**src/rtl/lgtr_pkg.sv**
```systemverilog
// Shared constants, codes and controller/datapath interface types of the topic resampler.
`default_nettype none

package lgtr_pkg;

	localparam int TOPICS     = 64;
	localparam int TOPIC_W    = $clog2(TOPICS);
	localparam int VOCAB      = 4096;
	localparam int WORD_W     = $clog2(VOCAB);
	localparam int DOC_TOKENS = 1024;
	localparam int POS_W      = $clog2(DOC_TOKENS);
	localparam int COUNT_BITS = 20;
	localparam int TEST_W     = 11;
	localparam int TOTAL_W    = 24;
	localparam int CNTV_W     = 24;
	localparam int PRIOR_W    = 24;
	localparam int VBETA_W    = 32;
	localparam int RND_W      = 32;
	localparam int FRAC_W     = 16;
	localparam int WGT_W      = 48;
	localparam int CMD_W      = 3;
	localparam int CFG_IDX_W  = 2;
	localparam int CFG_DATA_W = 32;

	// word/topic store
	localparam int TW_W     = WORD_W + TOPIC_W;
	localparam int TW_DEPTH = VOCAB * TOPICS;

	// weight arithmetic widths
	localparam int A_W     = TEST_W + FRAC_W + 1;
	localparam int B_W     = COUNT_BITS + 1 + FRAC_W + 1;
	localparam int D_W     = TOTAL_W + 1 + FRAC_W + 1;
	localparam int P_W     = A_W + B_W;
	localparam int BLO_W   = B_W / 2;
	localparam int BHI_W   = B_W - BLO_W;
	localparam int MP_W    = A_W + BHI_W;
	localparam int NUMHI_W = P_W - WGT_W;

	localparam logic [COUNT_BITS-1:0] COUNT_MAX = '1;
	localparam logic [TEST_W-1:0]     TEST_MAX  = '1;
	localparam logic [WGT_W-1:0]      WGT_MAX   = '1;

	localparam logic [CMD_W-1:0] CMD_LOAD_COUNT = 3'd0;
	localparam logic [CMD_W-1:0] CMD_LOAD_TOTAL = 3'd1;
	localparam logic [CMD_W-1:0] CMD_PLACE      = 3'd2;
	localparam logic [CMD_W-1:0] CMD_RESAMPLE   = 3'd3;
	localparam logic [CMD_W-1:0] CMD_CLEAR      = 3'd4;
	localparam logic [CMD_W-1:0] CMD_MAJORITY   = 3'd5;

	localparam logic [CFG_IDX_W-1:0] CFG_ALPHA = 2'd0;
	localparam logic [CFG_IDX_W-1:0] CFG_BETA  = 2'd1;
	localparam logic [CFG_IDX_W-1:0] CFG_VBETA = 2'd2;

	localparam logic [PRIOR_W-1:0] ALPHA_RST = 24'd32768;
	localparam logic [PRIOR_W-1:0] BETA_RST  = 24'd6554;
	localparam logic [VBETA_W-1:0] VBETA_RST = 32'd26843546;

	typedef struct packed {
		logic capture;
		logic clr_step;
		logic load_cnt;
		logic load_tot;
		logic tsel_prev;
		logic tsel_new;
		logic new_from_res;
		logic rmw_rd;
		logic rmw_wr;
		logic rmw_inc;
		logic tok_wr;
		logic fact;
		logic mul_lo;
		logic mul_hi;
		logic div_go;
		logic acc;
		logic thr_lo;
		logic thr_hi;
		logic thr_sum;
		logic srch_cmp;
		logic maj_step;
	} lgtr_cmd_t;

	typedef struct packed {
		logic clr_last;
		logic k_last;
		logic div_done;
		logic found;
	} lgtr_stat_t;

endpackage

`default_nettype wire

```
**src/rtl/lgtr_ctrl.sv**
```systemverilog
// Controller state machine sequencing each command through the datapath.
`default_nettype none

module lgtr_ctrl (
	input  logic                        clk,
	input  logic                        arst_n,
	input  logic                        start,
	input  logic [lgtr_pkg::CMD_W-1:0]  command,
	input  lgtr_pkg::lgtr_stat_t        stat,
	output lgtr_pkg::lgtr_cmd_t         cmd,
	output logic                        busy,
	output logic                        done
);
	import lgtr_pkg::*;

	localparam int ST_W = 23;

	typedef enum logic [ST_W-1:0] {
		S_IDLE     = ST_W'(1) << 0,
		S_CLEAR    = ST_W'(1) << 1,
		S_LOAD     = ST_W'(1) << 2,
		S_TOK_RD   = ST_W'(1) << 3,
		S_TOK_USE  = ST_W'(1) << 4,
		S_RMW_RD   = ST_W'(1) << 5,
		S_RMW_WR   = ST_W'(1) << 6,
		S_SWP_RD   = ST_W'(1) << 7,
		S_SWP_FACT = ST_W'(1) << 8,
		S_MUL_LO   = ST_W'(1) << 9,
		S_MUL_HI   = ST_W'(1) << 10,
		S_DIV_GO   = ST_W'(1) << 11,
		S_DIV_WAIT = ST_W'(1) << 12,
		S_ACC      = ST_W'(1) << 13,
		S_THR_LO   = ST_W'(1) << 14,
		S_THR_HI   = ST_W'(1) << 15,
		S_THR_SUM  = ST_W'(1) << 16,
		S_SRCH_RD  = ST_W'(1) << 17,
		S_SRCH_CMP = ST_W'(1) << 18,
		S_NEW      = ST_W'(1) << 19,
		S_MAJ      = ST_W'(1) << 20,
		S_FIN      = ST_W'(1) << 21,
		S_MAJ_RD   = ST_W'(1) << 22
	} state_t;

	state_t           state_q, state_d;
	logic [CMD_W-1:0] cmd_q;
	logic             rm_q, rm_d;
	logic             item_q, item_d;

	always_comb begin
		state_d = state_q;
		rm_d    = rm_q;
		item_d  = item_q;
		cmd     = '0;
		unique case (state_q)
			S_IDLE: begin
				if (start) begin
					cmd.capture = 1'b1;
					unique case (command) inside
						CMD_LOAD_COUNT, CMD_LOAD_TOTAL: state_d = S_LOAD;
						CMD_PLACE:    state_d = S_NEW;
						CMD_RESAMPLE: state_d = S_TOK_RD;
						CMD_CLEAR: begin
							item_d  = 1'b1;
							state_d = S_CLEAR;
						end
						CMD_MAJORITY: state_d = S_MAJ_RD;
						default:      state_d = S_FIN;
					endcase
				end
			end
			S_CLEAR: begin
				cmd.clr_step = 1'b1;
				if (stat.clr_last) begin
					item_d  = 1'b0;
					state_d = item_q ? S_FIN : S_IDLE;
				end
			end
			S_LOAD: begin
				cmd.load_cnt = (cmd_q == CMD_LOAD_COUNT);
				cmd.load_tot = (cmd_q == CMD_LOAD_TOTAL);
				state_d      = S_FIN;
			end
			S_TOK_RD: state_d = S_TOK_USE;
			S_TOK_USE: begin
				cmd.tsel_prev = 1'b1;
				rm_d          = 1'b1;
				state_d       = S_RMW_RD;
			end
			S_RMW_RD: begin
				cmd.rmw_rd = 1'b1;
				state_d    = S_RMW_WR;
			end
			S_RMW_WR: begin
				cmd.rmw_wr  = 1'b1;
				cmd.rmw_inc = !rm_q;
				state_d     = rm_q ? S_SWP_RD : S_FIN;
			end
			S_SWP_RD: state_d = S_SWP_FACT;
			S_SWP_FACT: begin
				cmd.fact = 1'b1;
				state_d  = S_MUL_LO;
			end
			S_MUL_LO: begin
				cmd.mul_lo = 1'b1;
				state_d    = S_MUL_HI;
			end
			S_MUL_HI: begin
				cmd.mul_hi = 1'b1;
				state_d    = S_DIV_GO;
			end
			S_DIV_GO: begin
				cmd.div_go = 1'b1;
				state_d    = S_DIV_WAIT;
			end
			S_DIV_WAIT: begin
				if (stat.div_done) begin
					state_d = S_ACC;
				end
			end
			S_ACC: begin
				cmd.acc = 1'b1;
				state_d = stat.k_last ? S_THR_LO : S_SWP_RD;
			end
			S_THR_LO: begin
				cmd.thr_lo = 1'b1;
				state_d    = S_THR_HI;
			end
			S_THR_HI: begin
				cmd.thr_hi = 1'b1;
				state_d    = S_THR_SUM;
			end
			S_THR_SUM: begin
				cmd.thr_sum = 1'b1;
				state_d     = S_SRCH_RD;
			end
			S_SRCH_RD: state_d = S_SRCH_CMP;
			S_SRCH_CMP: begin
				cmd.srch_cmp = 1'b1;
				state_d      = stat.found ? S_NEW : S_SRCH_RD;
			end
			S_NEW: begin
				cmd.new_from_res = (cmd_q == CMD_RESAMPLE);
				cmd.tsel_new     = 1'b1;
				cmd.tok_wr       = 1'b1;
				rm_d             = 1'b0;
				state_d          = S_RMW_RD;
			end
			S_MAJ_RD: state_d = S_MAJ;
			S_MAJ: begin
				cmd.maj_step = 1'b1;
				state_d      = stat.k_last ? S_FIN : S_MAJ_RD;
			end
			S_FIN: state_d = S_IDLE;
			default: state_d = S_IDLE;
		endcase
	end

	// reset starts with a sweep of the word/topic test store
	always_ff @(posedge clk or negedge arst_n) begin
		if (!arst_n) begin
			state_q <= S_CLEAR;
			cmd_q   <= '0;
			rm_q    <= 1'b0;
			item_q  <= 1'b0;
		end else begin
			state_q <= state_d;
			rm_q    <= rm_d;
			item_q  <= item_d;
			if (cmd.capture) begin
				cmd_q <= command;
			end
		end
	end

	assign busy = (state_q != S_IDLE);
	assign done = (state_q == S_FIN);

`ifndef SYNTHESIS
	a_start_busy: assert property (@(posedge clk) disable iff (!arst_n)
		(start && !busy) |=> busy)
		else $error("accepted item did not raise busy");

	a_div_acc: assert property (@(posedge clk) disable iff (!arst_n)
		(state_q == S_DIV_WAIT && stat.div_done) |=> (state_q == S_ACC))
		else $error("divider result not accumulated");

	a_done_pulse: assert property (@(posedge clk) disable iff (!arst_n)
		done |=> (!done && !busy))
		else $error("done strobe longer than one cycle");
`endif

endmodule

`default_nettype wire

```
**config.mk**
```make
export PLATFORM = sky130hd
export DESIGN_NAME = lgtr_ctrl
export DESIGN_NICKNAME = d
export VERILOG_FILES = /design/src/rtl/lgtr_pkg.sv /design/src/rtl/lgtr_ctrl.sv
export SDC_FILE = /design/constraint.sdc
export NUM_CORES = 1
export LEC_CHECK = 0
export BUFFER_PORTS_ARGS = -buffer_cell sky130_fd_sc_hd__buf_2
export CAP_MARGIN = 0
export CORE_ASPECT_RATIO = 0.8
export CORE_MARGIN = 2
export CORE_UTILIZATION = 45
export CTS_BUF_LIST = sky130_fd_sc_hd__clkbuf_2
export DETAILED_ROUTE_END_ITERATION = 10
export GPL_ROUTABILITY_DRIVEN = 0
export PLACE_DENSITY = 0.77
export SLEW_MARGIN = 10
export SYNTH_ARGS = -nofsm -noshare
export SYNTH_HDL_FRONTEND = slang
export SYNTH_SLANG_ARGS = --single-unit
```
**constraint.sdc**
```tcl
create_clock -name clk -period 2.5 [get_ports clk]
set_input_delay 0.125 -clock clk [delete_from_list [all_inputs] [get_ports clk]]
set_output_delay 0.125 -clock clk [all_outputs]
set_load 0.01 [all_outputs]
```
==> metrics.md <==
| Metric | Value |
|---|---|
| Status | complete, but fails checks |
| Violations in the final reports | negative setup slack |
| DP Wirelength | 3290 um |
| Tmin final | 2790 ps |
| Clock Tree Buf Depth | 2 |
| Post-synth EDFFs | 0 |
| Critical Path RT | 2380 ps |
| Distinct cells, synth | 48 |
| DR WL/cell | 17.0 um |
| DRT Wirelength | 5090 um |
| Cell Area, Synth | 0.00170 sq mm |
| Rows | 19 |
| Dpl cells | 270 |
| Via count | 1,754 |
| Power share of the combinational group | 0.609 |
| Critical path launch point type | register |
| Vias in the first global route | 1,670 |
| Core Util, Final | 0.692 |
| Period utilization | 1.11 |
| Largest net degree at the start of global routing | 29 |
| Fmax | 359 MHz |
| Clk_skew | 17.4 ps |
| Root Driver | clkbuf_2 |
| Clk pwr share | 0.086 |
| TritonCTS Buffers | 3 |
| Final Max Tran Viols | 0 |
| Synth async-reset ratio | 1.00 |
| DR iter-0 viols | 110 |
| Type of the worst setup path | reg -> out |
| Ys flop type | dfrtp_1 |
| Clock-pin slew on the worst setup and hold paths | 250 ps |
| Total grt overflow | 0 |
| Maximum vdd drop | 0.836 mV |
| TritonCTS clock tree | done |
| Layout cells sized above 1 | 0.459 |
| Initial Util | 0.483 |
| Sw Share | 0.428 |
| Synth Instances | 186 |
| Final setup TNS | -1150 ps |
| Commonest non-fill, non-tap cell in the layout | buf_4 |
| CP Capture Type | output port |
| Io pins | 33 |
| Drt first pass iters | 4 |
| Pwr dens | 818 mW/mm^2 |
| Post-Syn Nets | 196 |
| Die Ht | 58.9 um |
| # port buffers | 32 |
| Final Non-Filler Cells | 299 |
| Max Cap Viol | 0 |
| Vias per cell | 5.87 |
| Final Net Count | 268 |
| DP Worst Slack | 139 ps |
| Total core area | 0.00352 sq mm |
| Sw Pwr | 0.853 mW |
| Crit-path max FO | 2 |
| Total track usage | 0.245 |
| Least-Margin Pin Slew | 643 ps |
| Die Area | 0.00428 sq mm |
| Final Hold Viols | 0 |
| Commonest non-fill, non-tap cells in the layout | buf_4 (34), buf_2 (31), dfrtp_1 (22) |
| Global-route wire length before repair | 8050 um |
| Sequential area share after synthesis | 0.413 |
| DRC Markers | 0 |
| Slew headroom | 0.571 |
| Pleak | 1.16 nW |
| N_diodes | 0 |
| Area grow syn2layout | 43.5% |
| Die width | 72.7 um |
| Sink Count | 28 |
| Endpoints failing setup | 10 |
| Antenna Nets Post-Route | 0 |
| Hold Path Class | in -> reg |
| Internal | 1.14 mW |
| Antenna violations before repair | 0 |
| RSZ-0062 raised after global routing | yes |
| Synthesized flop and latch total | 28 |
| Sequential Power Share | 0.305 |
| Mapped Avg Cell Area | 9.13 sq um |
| H-tree Lvls | 1 |
| Slack of the critical path | -286 ps |
| CP Data Arrival Time | 2660 ps |
| Worst skew pair latency | 370 ps |
| Yosys warnings | 0 |
==> cell usage after synthesis, types with 2 or more instances <==
cell | count | area share
a22oi_1 | 2 | 0.0088
nor4b_1 | 8 | 0.041
nor4_1 | 11 | 0.041
nor2_1 | 15 | 0.033
xor2_1 | 5 | 0.026
and4b_1 | 2 | 0.012
buf_2 | 4 | 0.012
nand2_1 | 17 | 0.038
nor4_2 | 2 | 0.015
inv_1 | 7 | 0.015
nor3b_1 | 7 | 0.031
mux2_2 | 2 | 0.013
inv_2 | 2 | 0.0044
nand4_1 | 4 | 0.015
or3_1 | 4 | 0.015
nor3_1 | 10 | 0.029
clkbuf_1 | 5 | 0.011
o21ai_0 | 12 | 0.035
dfrtp_1 | 27 | 0.40
nand3_1 | 4 | 0.012
nand3b_1 | 3 | 0.013
or4_1 | 7 | 0.031
==> repair_timing <==
item / 4_1_cts / 5_1_grt
endpoints found under the hold margin: 36 / 0
gates resized for setup: 21 / 22
pin swaps: 10 / 4
buffers inserted: 11 / 6
hold buffers: 8 / 0
endpoints found under the setup margin: 12 / 17
==> cells by family after synthesis <==
group	Yosys count	share of synthesized area
muxes	2	0.0133
buffers and inverters	19	0.0472
DFF	28	0.413
and+or+nand+nor	107	0.400
xor gates and xnor gates	6	0.0310
AOI/OAI and AO/OA	24	0.0951
==> worst paths after layout <==
| path | depth (start not counted) | slack (ps) | to | start |
|---|---|---|---|---|
| worst max-delay path | 5 | -290 | cmd[14] | state_q[4] |
| max in group asynchronous | 2 | 1800 | state_q[14] | arst_n |
| worst max register to register | 9 | 80 | state_q[19] | state_q[4] |
| worst min register to register | 1 | 560 | state_q[15] | state_q[15] |
| worst min-delay path | 3 | 170 | state_q[12] | stat[1] |
| min in group asynchronous | 2 | 260 | state_q[3] | arst_n |
==> cell type report <==
cell class / instances / area, sq um
clock buffer: 3 / 15.0
sequential: 28 / 708
fill: 275 / 1080
inverter: 9 / 33.8
tap: 42 / 52.6
timing repair buffer: 77 / 536
multi-input combinational: 139 / 1090
clock inverter: 1 / 3.75
==> metal layers <==
| layer | global-route usage | wire [um] | vias to the layer above |
|---|---|---|---|
| li1 | - | - | 838 |
| met4 | 0.0265 | 10 | 0 |
| met1 | 0.352 | 2250 | 853 |
| met5 | 0 | 0 | - |
| met3 | 0.0411 | 344 | 2 |
| met2 | 0.405 | 2490 | 61 |
==> power by group through the flow <==
stage / Combinational, mW / Clock [mW] / Sequential, mW
detailed placement: 0.904 / 0 / 0.603
CTS: 1.05 / 0.178 / 0.597
finish: 1.21 / 0.171 / 0.607
floorplan: 0.553 / 0 / 0.592
global placement: 0.882 / 0 / 0.598
global route: 1.32 / 0.197 / 0.618
==> per-stage QoR <==
step | hold WS [ps] | instance area [sq um] | power [mW]
2_1_floorplan | -171 | 1700 | 1.14
3_3_place_gp | 189 | 2010 | 1.48
3_5_place_dp | 190 | 2010 | 1.51
4_1_cts | 125 | 2290 | 1.83
5_1_grt | 155 | 2440 | 2.14
6_report | 169 | 2440 | 1.99
==> registers in the layout, summed over array words and instances, names as in the netlist <==
name     flops
state_q     23
item_q       1
cmd_q        3
rm_q         1
==> critical path, cell delays in order (launching register included) <==
cell and delay [ps]:
dfrtp_1 440, or4_4 540, or4_4 500, or4b_4 560, nor3_2 110, buf_2 150
(Power assumes the default switching activity.)
